===== config.mk =====
export PLATFORM = sky130hd
export DESIGN_NAME = nmea_gga_vtg_sentence_parser
export DESIGN_NICKNAME = d
export VERILOG_FILES = /design/src/rtl/core/nmea_pkg.sv /design/src/rtl/core/nmea_gga_vtg_sentence_parser.sv /design/src/rtl/core/nmea_core.sv /design/src/rtl/core/nmea_out_buf.sv
export SDC_FILE = /design/constraint.sdc
export NUM_CORES = 1
export LEC_CHECK = 0
export BUFFER_PORTS_ARGS = -buffer_cell sky130_fd_sc_hd__buf_2
export CORE_ASPECT_RATIO = 1.75
export CORE_MARGIN = 4
export CORE_UTILIZATION = 60
export CTS_BUF_LIST = sky130_fd_sc_hd__clkbuf_4
export DETAILED_ROUTE_END_ITERATION = 10
export PLACE_DENSITY = 0.78
export SKIP_CTS_REPAIR_TIMING = 1
export SLEW_MARGIN = 5
export SYNTH_ARGS = -nofsm -noshare
export SYNTH_HDL_FRONTEND = slang
export SYNTH_SLANG_ARGS = --single-unit
export TNS_END_PERCENT = 30

===== constraint.sdc =====
create_clock -name clk -period 15.9 [get_ports clk]
set_clock_uncertainty 0.1 [all_clocks]
set_input_delay 2.385 -clock clk [delete_from_list [all_inputs] [get_ports clk]]
set_output_delay 2.385 -clock clk [all_outputs]
set_load 0.1 [all_outputs]

===== src/rtl/core/nmea_pkg.sv =====
package nmea_pkg;

	localparam int MAX_FIELDS = 16;
	localparam int FIELD_W = $clog2(MAX_FIELDS);
	localparam logic [19:0] SAT_MAX = 20'd999999;

	localparam logic [7:0] CH_DOLLAR = 8'h24;
	localparam logic [7:0] CH_NL = 8'h0A;
	localparam logic [7:0] CH_STAR = 8'h2A;
	localparam logic [7:0] CH_COMMA = 8'h2C;
	localparam logic [7:0] CH_DOT = 8'h2E;

	localparam logic [1:0] HK_NONE = 2'd0;
	localparam logic [1:0] HK_GGA = 2'd1;
	localparam logic [1:0] HK_VTG = 2'd2;
	localparam logic [1:0] HK_MATCH = 2'd3;

	localparam logic [1:0] CK_ACC = 2'd0;
	localparam logic [1:0] CK_HI = 2'd1;
	localparam logic [1:0] CK_LO = 2'd2;
	localparam logic [1:0] CK_DONE = 2'd3;

	localparam logic [1:0] NUM_INT = 2'd0;
	localparam logic [1:0] NUM_F1 = 2'd1;
	localparam logic [1:0] NUM_F2 = 2'd2;
	localparam logic [1:0] NUM_END = 2'd3;

	localparam logic [1:0] KIND_REJ = 2'd0;
	localparam logic [1:0] KIND_FIX = 2'd1;
	localparam logic [1:0] KIND_VTG = 2'd2;
	localparam logic [1:0] KIND_NOFIX = 2'd3;

	typedef struct packed {
		logic [1:0]  kind;
		logic [31:0] lat;
		logic [31:0] lon;
		logic [7:0]  quality;
		logic [19:0] course;
		logic [19:0] speed;
	} result_t;

	function automatic logic [31:0] lat_weight(input logic [7:0] k);
		case (k)
			8'd0: lat_weight = 32'd10000000;
			8'd1: lat_weight = 32'd1000000;
			8'd2: lat_weight = 32'd100000;
			8'd3: lat_weight = 32'd10000;
			8'd5: lat_weight = 32'd1000;
			8'd6: lat_weight = 32'd100;
			8'd7: lat_weight = 32'd10;
			8'd8: lat_weight = 32'd1;
			default: lat_weight = 32'd0;
		endcase
	endfunction

	function automatic logic [31:0] lon_weight(input logic [7:0] k);
		case (k)
			8'd0: lon_weight = 32'd100000000;
			8'd1: lon_weight = 32'd10000000;
			8'd2: lon_weight = 32'd1000000;
			8'd3: lon_weight = 32'd100000;
			8'd4: lon_weight = 32'd10000;
			8'd6: lon_weight = 32'd1000;
			8'd7: lon_weight = 32'd100;
			8'd8: lon_weight = 32'd10;
			8'd9: lon_weight = 32'd1;
			default: lon_weight = 32'd0;
		endcase
	endfunction

endpackage


===== src/rtl/core/nmea_gga_vtg_sentence_parser.sv =====
// NMEA GGA/VTG sentence parser.
// Input channel s_axis_*: one ASCII byte per word in s_axis_tdata[7:0].
// Output channel m_axis_*: one result word per newline seen inside a sentence.
// The result carries the sentence kind (0 rejected, 1 GGA fix, 2 VTG,
// 3 GGA no fix) and the held position, quality, course and speed values.
// Throughput: one byte per cycle while s_axis_tready stays high. The input byte is registered, then one
// pass of decode logic updates the parser state and the result register.
// A newline byte is registered in the input register, decoded, and its result word
// is registered in the output buffer before m_axis_tvalid rises.
// Bytes that produce no result leave the output untouched.
// Reset clears the parser state and all held values to zero; the block
// waits for a '$' before decoding anything.
// When the receiver stalls, results queue in a two-word buffer; s_axis_tready
// drops while a byte sits in the input register and the output word is
// stalled, and also while the spare word is full.
module nmea_gga_vtg_sentence_parser (
	input  logic         clk,
	input  logic         arst_n,
	input  logic         s_axis_tvalid,
	output logic         s_axis_tready,
	input  logic [7:0]   s_axis_tdata,   // rx_byte
	output logic         m_axis_tvalid,
	input  logic         m_axis_tready,
	// sentence_kind[1:0], latitude_code[33:2], longitude_code[65:34],
	// quality_byte[73:66], course_hundredths[93:74], speed_hundredths[113:94], pad
	output logic [119:0] m_axis_tdata
);
	import nmea_pkg::*;

	logic v_s1;
	logic [7:0] b_s1;
	logic core_v;
	result_t core_res, out_res;
	logic buf_ready;

	// a byte in s1 produces at most one result; stop only if buffer cannot take it
	assign s_axis_tready = buf_ready;

	always_ff @(posedge clk or negedge arst_n) begin
		if (!arst_n) v_s1 <= 1'b0;
		else v_s1 <= s_axis_tvalid && s_axis_tready;
	end
	always_ff @(posedge clk) begin
		if (s_axis_tvalid && s_axis_tready) b_s1 <= s_axis_tdata;
	end

	nmea_core u_core (
		.clk(clk), .arst_n(arst_n), .in_valid(v_s1), .b_s1(b_s1),
		.res_valid(core_v), .res(core_res)
	);

	// s1 holds at most one byte while buf_ready is low, so the skid never overflows
	logic skid_room;
	nmea_out_buf u_buf (
		.clk(clk), .arst_n(arst_n), .in_valid(core_v), .in_ready(skid_room),
		.in_data(core_res), .out_valid(m_axis_tvalid), .out_ready(m_axis_tready),
		.out_data(out_res)
	);
	assign buf_ready = skid_room && !(v_s1 && m_axis_tvalid && !m_axis_tready);

	assign m_axis_tdata = {6'b0, out_res.speed, out_res.course, out_res.quality,
		out_res.lon, out_res.lat, out_res.kind};

endmodule


===== src/rtl/core/nmea_core.sv =====
module nmea_core (
	input  logic                    clk,
	input  logic                    arst_n,
	input  logic                    in_valid,
	input  logic [7:0]              b_s1,
	output logic                    res_valid,
	output nmea_pkg::result_t       res
);
	import nmea_pkg::*;

	logic in_sentence_q;
	logic [7:0] char_pos_q, xor_q, rx_ck_q, fci_q;
	logic [1:0] hk_q, ckp_q, fds_q;
	logic [FIELD_W-1:0] fidx_q;
	logic [31:0] p_lat_q, p_lon_q, h_lat_q, h_lon_q;
	logic [7:0] p_fix_q, p_sat_q, h_q_q;
	logic [2:0] p_dop_q;
	logic [19:0] p_crs_q, p_spd_q, h_crs_q, h_spd_q;

	logic in_sentence_d;
	logic [7:0] char_pos_d, xor_d, rx_ck_d, fci_d;
	logic [1:0] hk_d, ckp_d, fds_d;
	logic [FIELD_W-1:0] fidx_d;
	logic [31:0] p_lat_d, p_lon_d, h_lat_d, h_lon_d;
	logic [7:0] p_fix_d, p_sat_d, h_q_d;
	logic [2:0] p_dop_d;
	logic [19:0] p_crs_d, p_spd_d, h_crs_d, h_spd_d;
	logic emit;
	logic [1:0] kind_d;

	logic is_dig;
	logic [3:0] dv;
	logic [3:0] hexv;
	logic hex_ok;
	logic [19:0] hund_in, hund_out;
	logic [1:0] hund_fds;
	logic [23:0] hund_sum;
	logic [11:0] sat_sum;
	logic [6:0] dop_sum;
	logic ok;
	logic [1:0] dcls, scls;

	assign is_dig = (b_s1 >= 8'h30) && (b_s1 <= 8'h39);
	assign dv = b_s1[3:0];

	always_comb begin
		hex_ok = 1'b1;
		hexv = 4'd0;
		if (is_dig) hexv = dv;
		else if (b_s1 >= 8'h41 && b_s1 <= 8'h46) hexv = 4'(b_s1 - 8'h37);
		else if (b_s1 >= 8'h61 && b_s1 <= 8'h66) hexv = 4'(b_s1 - 8'h57);
		else hex_ok = 1'b0;
	end

	// shared hundredths accumulator for course/speed
	assign hund_in = (fidx_q == FIELD_W'(1)) ? p_crs_q : p_spd_q;
	always_comb begin
		hund_fds = fds_q;
		hund_sum = {4'b0, hund_in};
		if (fds_q != NUM_END) begin
			if (is_dig) begin
				case (fds_q)
					NUM_INT: hund_sum = 24'({hund_in, 3'b0}) + 24'({hund_in, 1'b0})
						+ 24'(dv) * 24'd100;
					NUM_F1: begin
						hund_sum = {4'b0, hund_in} + 24'(dv) * 24'd10;
						hund_fds = NUM_F2;
					end
					default: begin
						hund_sum = {4'b0, hund_in} + 24'(dv);
						hund_fds = NUM_END;
					end
				endcase
			end else if (b_s1 == CH_DOT && fds_q == NUM_INT) hund_fds = NUM_F1;
			else hund_fds = NUM_END;
		end
		hund_out = (hund_sum > 24'(SAT_MAX)) ? SAT_MAX : hund_sum[19:0];
	end

	assign sat_sum = 12'({p_sat_q, 3'b0}) + 12'({p_sat_q, 1'b0}) + 12'(dv);
	assign dop_sum = 7'({p_dop_q, 3'b0}) + 7'({p_dop_q, 1'b0}) + 7'(dv);

	always_comb begin
		case (p_dop_q)
			3'd0: dcls = 2'd0;
			3'd1: dcls = 2'd1;
			3'd2, 3'd3, 3'd4: dcls = 2'd2;
			default: dcls = 2'd3;
		endcase
		if (p_sat_q >= 8'd9) scls = 2'd3;
		else if (p_sat_q >= 8'd7) scls = 2'd2;
		else if (p_sat_q >= 8'd4) scls = 2'd1;
		else scls = 2'd0;
	end

	assign ok = (hk_q == HK_GGA || hk_q == HK_VTG) && char_pos_q >= 8'd6
		&& ckp_q == CK_DONE && xor_q == rx_ck_q;

	always_comb begin
		in_sentence_d = in_sentence_q; char_pos_d = char_pos_q; hk_d = hk_q;
		xor_d = xor_q; ckp_d = ckp_q; rx_ck_d = rx_ck_q; fidx_d = fidx_q;
		fci_d = fci_q; fds_d = fds_q;
		p_lat_d = p_lat_q; p_lon_d = p_lon_q; p_fix_d = p_fix_q; p_sat_d = p_sat_q;
		p_dop_d = p_dop_q; p_crs_d = p_crs_q; p_spd_d = p_spd_q;
		h_lat_d = h_lat_q; h_lon_d = h_lon_q; h_q_d = h_q_q;
		h_crs_d = h_crs_q; h_spd_d = h_spd_q;
		emit = 1'b0; kind_d = KIND_REJ;
		if (!in_valid) begin
		end else if (b_s1 == CH_DOLLAR) begin
			in_sentence_d = 1'b1; char_pos_d = 8'd1; hk_d = HK_MATCH;
			xor_d = '0; ckp_d = CK_ACC; rx_ck_d = '0; fidx_d = '0; fci_d = '0;
			fds_d = NUM_INT; p_lat_d = '0; p_lon_d = '0; p_fix_d = '0; p_sat_d = '0;
			p_dop_d = '0; p_crs_d = '0; p_spd_d = '0;
		end else if (!in_sentence_q) begin
		end else if (b_s1 == CH_NL) begin
			emit = 1'b1;
			in_sentence_d = 1'b0;
			if (ok && hk_q == HK_GGA) begin
				h_lat_d = p_lat_q; h_lon_d = p_lon_q;
				h_q_d = {dcls, scls, 4'b0};
				kind_d = (p_fix_q == 8'h31 || p_fix_q == 8'h32) ? KIND_FIX : KIND_NOFIX;
			end else if (ok) begin
				h_crs_d = p_crs_q; h_spd_d = p_spd_q;
				kind_d = KIND_VTG;
			end
		end else begin
			case (char_pos_q)
				8'd1: if (hk_q != HK_MATCH || b_s1 != 8'h47) hk_d = HK_NONE;
				8'd2: if (hk_q != HK_MATCH || b_s1 != 8'h50) hk_d = HK_NONE;
				8'd3: begin
					if (hk_q == HK_MATCH && b_s1 == 8'h47) hk_d = HK_GGA;
					else if (hk_q == HK_MATCH && b_s1 == 8'h56) hk_d = HK_VTG;
					else hk_d = HK_NONE;
				end
				8'd4: begin
					if (hk_q == HK_GGA) begin
						if (b_s1 != 8'h47) hk_d = HK_NONE;
					end else if (hk_q == HK_VTG) begin
						if (b_s1 != 8'h54) hk_d = HK_NONE;
					end else hk_d = HK_NONE;
				end
				8'd5: begin
					if (hk_q == HK_GGA) begin
						if (b_s1 != 8'h41) hk_d = HK_NONE;
					end else if (hk_q == HK_VTG) begin
						if (b_s1 != 8'h47) hk_d = HK_NONE;
					end else hk_d = HK_NONE;
				end
				default: ;
			endcase
			if (char_pos_q != 8'hFF) char_pos_d = char_pos_q + 8'd1;
			if (ckp_q == CK_ACC) begin
				if (b_s1 == CH_STAR) ckp_d = CK_HI;
				else begin
					xor_d = xor_q ^ b_s1;
					if (b_s1 == CH_COMMA) begin
						if (fidx_q != FIELD_W'(MAX_FIELDS - 1)) fidx_d = fidx_q + 1'b1;
						fci_d = '0;
						fds_d = NUM_INT;
					end else begin
						// hk_q here is already final for fields past the header
						if (hk_q == HK_GGA) begin
							case (fidx_q)
								FIELD_W'(2): if (is_dig)
									p_lat_d = p_lat_q + lat_weight(fci_q) * 32'(dv);
								FIELD_W'(3): if (fci_q == 8'd0 && b_s1 == 8'h53)
									p_lat_d = p_lat_q | 32'h80000000;
								FIELD_W'(4): if (is_dig)
									p_lon_d = p_lon_q + lon_weight(fci_q) * 32'(dv);
								FIELD_W'(5): if (fci_q == 8'd0 && b_s1 == 8'h57)
									p_lon_d = p_lon_q | 32'h80000000;
								FIELD_W'(6): if (fci_q == 8'd0) p_fix_d = b_s1;
								FIELD_W'(7): if (fds_q != NUM_END) begin
									if (!is_dig) fds_d = NUM_END;
									else p_sat_d = (sat_sum > 12'd255) ? 8'd255 : sat_sum[7:0];
								end
								FIELD_W'(8): if (fds_q != NUM_END) begin
									if (!is_dig) fds_d = NUM_END;
									else p_dop_d = (dop_sum > 7'd7) ? 3'd7 : dop_sum[2:0];
								end
								default: ;
							endcase
						end else if (hk_q == HK_VTG) begin
							if (fidx_q == FIELD_W'(1)) begin
								p_crs_d = hund_out; fds_d = hund_fds;
							end else if (fidx_q == FIELD_W'(7)) begin
								p_spd_d = hund_out; fds_d = hund_fds;
							end
						end
						if (fci_q != 8'hFF) fci_d = fci_q + 8'd1;
					end
				end
			end else if (ckp_q == CK_HI || ckp_q == CK_LO) begin
				if (!hex_ok) begin
					hk_d = HK_NONE; ckp_d = CK_DONE;
				end else if (ckp_q == CK_HI) begin
					rx_ck_d = {hexv, 4'b0}; ckp_d = CK_LO;
				end else begin
					rx_ck_d = rx_ck_q | {4'b0, hexv}; ckp_d = CK_DONE;
				end
			end
		end
	end

	always_ff @(posedge clk or negedge arst_n) begin
		if (!arst_n) begin
			in_sentence_q <= 1'b0; char_pos_q <= '0; hk_q <= HK_NONE; xor_q <= '0;
			ckp_q <= CK_ACC; rx_ck_q <= '0; fidx_q <= '0; fci_q <= '0; fds_q <= NUM_INT;
			p_lat_q <= '0; p_lon_q <= '0; p_fix_q <= '0; p_sat_q <= '0; p_dop_q <= '0;
			p_crs_q <= '0; p_spd_q <= '0; h_lat_q <= '0; h_lon_q <= '0; h_q_q <= '0;
			h_crs_q <= '0; h_spd_q <= '0;
		end else begin
			in_sentence_q <= in_sentence_d; char_pos_q <= char_pos_d; hk_q <= hk_d;
			xor_q <= xor_d; ckp_q <= ckp_d; rx_ck_q <= rx_ck_d; fidx_q <= fidx_d;
			fci_q <= fci_d; fds_q <= fds_d; p_lat_q <= p_lat_d; p_lon_q <= p_lon_d;
			p_fix_q <= p_fix_d; p_sat_q <= p_sat_d; p_dop_q <= p_dop_d;
			p_crs_q <= p_crs_d; p_spd_q <= p_spd_d; h_lat_q <= h_lat_d;
			h_lon_q <= h_lon_d; h_q_q <= h_q_d; h_crs_q <= h_crs_d; h_spd_q <= h_spd_d;
		end
	end

	assign res_valid = emit;
	assign res = '{kind: kind_d, lat: h_lat_d, lon: h_lon_d, quality: h_q_d,
		course: h_crs_d, speed: h_spd_d};

endmodule


===== src/rtl/core/nmea_out_buf.sv =====
module nmea_out_buf (
	input  logic              clk,
	input  logic              arst_n,
	input  logic              in_valid,
	output logic              in_ready,
	input  nmea_pkg::result_t in_data,
	output logic              out_valid,
	input  logic              out_ready,
	output nmea_pkg::result_t out_data
);
	import nmea_pkg::*;

	// two-entry skid: main output register plus one spare
	logic main_v_q, skid_v_q;
	result_t main_q, skid_q;

	assign in_ready = !skid_v_q;
	assign out_valid = main_v_q;
	assign out_data = main_q;

	always_ff @(posedge clk or negedge arst_n) begin
		if (!arst_n) begin
			main_v_q <= 1'b0;
			skid_v_q <= 1'b0;
		end else begin
			if (!main_v_q || out_ready) begin
				main_v_q <= skid_v_q || in_valid;
				skid_v_q <= 1'b0;
			end else if (in_valid) begin
				skid_v_q <= 1'b1;
			end
		end
	end

	always_ff @(posedge clk) begin
		if (!main_v_q || out_ready) begin
			main_q <= skid_v_q ? skid_q : in_data;
		end else if (in_valid && !skid_v_q) begin
			skid_q <= in_data;
		end
	end

endmodule


==> summary.md <==
| Metric | Value |
|---|---|
| Top cells by area, synth | `edfxtp_1, dfrtp_1, fa_1, ha_1, mux2_2` |
| Top post-synthesis cells by count | `nand2_1, dfrtp_1, edfxtp_1` |
| Worst Hold End | `u_core.h_lon_q[30]` |
| Area delta synth->final | `9.21%` |
| Io pins | `134` |
| Slew Limit Headroom | `18.8%` |
| Hold/Removal Path Class | `register to register` |
| Initial Util | `60.8%` |
| FF-to-FF path depth | `17` |
| Worst-Margin Slew | `1.19 ns` |
| Crit end category | `register` |
| Peak supply drop | `146 µV` |
| DRC viols | `0` |
| Fmax | `134 MHz` |
| Die Wd | `181 µm` |
| CTS tree | `done` |
| Final TNS setup | `0 ns` |
| Drt pass-1 iters | `7` |
| HP Start | `u_core.h_lon_q[30]` |
| Worst Hold Margin | `0.385 ns` |
| Antenna violations before repair | `2` |
| Final GP Congestion | `1.00` |
| Max Cap Viol | `0` |
| Clk_lat worst skew | `0.97 ns` |
| Fin nets | `3386` |
| Startpoint Class | `register` |
| Number of synthesized flops with an enable pin | `236` |
| Compound-Gate Fraction of Synth Area | `12.1%` |
| Routed length per instance | `22.9 µm` |
| Layout cells sized above 1 | `18.7%` |
| GR Overflow Total | `0` |
| Input/output buffers | `127` |
| Util after Layout | `66.4%` |
| Root buffer cell | `clkbuf_4` |
| Final ANT Viol Nets | `0` |
| Dpl ws | `8.57 ns` |
| Post-Synth Simple-Gate Area | `12.3%` |
| Post-Route WL | `87500 µm` |
| Power consumption | `4.49 mW` |
| Via count | `23300` |
| PnR worst setup slack | `8.46 ns` |
| Synth Area in XOR/XNOR | `2.59%` |
| Number of global-route vias before repair | `24900` |
| Leakage | `17.2 nW` |
| Final Hold Vio Count | `0` |
| Top-count cell post-synth | `nand2_1` |
| Synth Cell Area | `31500 µm²` |
| Post-synth top area cell | `edfxtp_1` |
| Top cell type's share of synthesized area | `22.5%` |
| CTS sink count | `517` |
| Number of core rows | `110` |
| Primary FF master, synth | `dfrtp_1` |
| Unrepaired setup endpoints after global routing | `false` |
| DP HPWL | `65000 µm` |
| Status | `completed` |
| Post-Synthesis Cells | `2881` |
| Iter 0 DRT Violations | `1679` |
| Core area | `51700 µm²` |
| Sequential cell area fraction in the yosys report | `44.9%` |
| Largest family of logic cells by synthesized area | `adder cells` |
| Avg Cell Area, Syn | `10.9 µm²` |
| Chip height | `311 µm` |
| Flops & latches, synth | `517` |
| Clock slew at reported path FFs | `0.08 ns` |
| Yosys warns | `0` |
| Hold path depth | `2` |
| PD cells | `131 nW/µm²` |
| Period utilisation layout | `46.8%` |
| Crit path DAT | `8.15 ns` |
| Pin count of the biggest net entering global routing | `93` |
| Clock buffer count from CTS | `113` |
| Fill cell count | `4060` |
| Async S/R FF share, synth | `54.4%` |
| R2r endpoint | `u_core.p_lon_q[30]` |
| Final setup violation count | `0` |
| Adder-cell share of the synthesized area | `16.7%` |
| R2R setup slack | `8.46 ns` |
| DR vias/cell | `6.11` |
| Setup Crit Path Kind | `register to register` |
| Tmin final | `7.44 ns` |
| Die area | `56300 µm²` |
| CTS H-tree lvls | `3` |
| Crit path max fanout | `16` |
| First-pass GRT wire length | `137000 µm` |
| Worst R2R Start | `u_core.fci_q[4]` |
| Post-synthesis mux area share | `7.15%` |
| Yosys cell types | `94` |
| Max-slew violations | `0` |
| Tot GR Track Use | `31.0%` |
| Max Buffers Root-to-Sink | `3` |
| Worst EP required | `16.61 ns` |
layer usage:
layer  global-route usage (%)  part of all wire (%)  up-vias
met5                        0                     0        -
met4                     20.8                   7.4        0
met3                     4.27                   4.1      325
met2                     58.7                    56      824
met1                     30.9                    33    11600
li1                         -                     -    10600
worst max path at each step:
stage                    endpoint  depth (start not counted)  slack [ns]       startpoint
3_3_place_gp   u_core.p_lon_q[30]                         17        8.63  u_core.fci_q[4]
3_5_place_dp   u_core.p_lon_q[30]                         17        8.57  u_core.fci_q[4]
2_1_floorplan     u_buf.skid_q[0]                          3        2.21    m_axis_tready
4_1_cts        u_core.p_lon_q[30]                         17        8.53  u_core.fci_q[4]
6_report       u_core.p_lon_q[30]                         17        8.46  u_core.fci_q[4]
5_1_grt        u_core.p_lon_q[30]                         17        8.07  u_core.fci_q[4]
worst max-delay path: stages, from the launching register on:
cell and delay, ns:
dfrtp_1 0.43, nor4_1 0.51, nor2b_1 0.90, nand2_1 0.22, nor2_1 0.33, or2_2 0.18
fa_1 0.43, fa_1 0.59, fa_1 0.43, ha_1 0.37, a2111oi_0 1.02, o31ai_1 0.25
nor4_1 0.44, nor2_1 0.16, a221oi_1 0.40, o211ai_1 0.17, xor2_1 0.16, a22o_1 0.20
placed cells by master (no fill, tap or decap), types with 12 or more instances in the layout:
master,netlist,final
a21o_1,52,52
nor4_1,16,14
inv_1,230,230
o21ai_0,137,137
nand3_1,61,61
o21ai_1,20,20
nand2b_1,23,23
nand2_1,397,395
a22o_1,43,43
clkbuf_4,0,172
buf_2,1,126
mux2_2,177,177
nor2b_1,14,14
nor2_1,133,133
xnor2_1,50,50
edfxtp_1,236,236
and3_1,34,34
nand4_1,24,24
and2_1,29,28
fa_1,145,145
or3_1,12,12
a31oi_1,24,24
buf_4,7,28
a21oi_1,103,103
xor2_1,43,43
mux2i_1,16,16
a211oi_1,14,14
o21a_1,19,19
clkinv_1,1,20
ha_1,188,188
nor3_1,32,29
o211ai_1,13,13
o31ai_1,20,20
o21bai_1,13,13
dfrtp_1,281,280
metrics by stage:
stage	instance area (µm²)	instances
2_1_floorplan	31500	2886
3_3_place_gp	32700	3598
3_5_place_dp	32700	3598
4_1_cts	34400	3810
5_1_grt	34400	3815
6_report	34400	3815
flip-flops by register name, indices dropped and copies added, names as in the netlist, 3 cells and up:
register	cells
u_core.fidx_q	4
u_core.h_crs_q	20
u_core.char_pos_q	8
u_core.p_sat_q	8
u_core.rx_ck_q	8
u_core.xor_q	8
u_buf.out_data	114
u_core.p_crs_q	20
u_buf.skid_q	114
b_s1	8
u_core.h_lat_q	32
u_core.p_lon_q	32
u_core.p_lat_q	32
u_core.h_lon_q	32
u_core.p_fix_q	8
u_core.h_spd_q	20
u_core.p_dop_q	3
u_core.fci_q	8
u_core.p_spd_q	20
u_core.h_q_q	8
report_power, final:
part | switching [mW] | internal [mW]
combinational | 1.16 | 0.770
clock | 0.547 | 0.583
sequential | 0.0275 | 1.41
total | 1.73 | 2.76
layout make-up:
class                   count  area, µm²  area share, %
repair buffers            155        856           2.49
flip-flops and latches    517      14100           41.1
diodes                      5       12.5         0.0364
clock inverters            40        329          0.957
inverters                 235        882           2.57
clock buffers             172       1290           3.76
multi-input cells        2019      16000           46.7
well taps                 672        841           2.45
kinds of logic after synthesis:
kind of cell	after synthesis
xor gates and xnor gates	93
other	1
AOI/OAI and AO/OA	561
and+or+nand+nor	827
muxes	199
adders and majority gates	333
buffers and inverters	350
DFF	517
No activity file was read; power rests on OpenSTA's default activity.
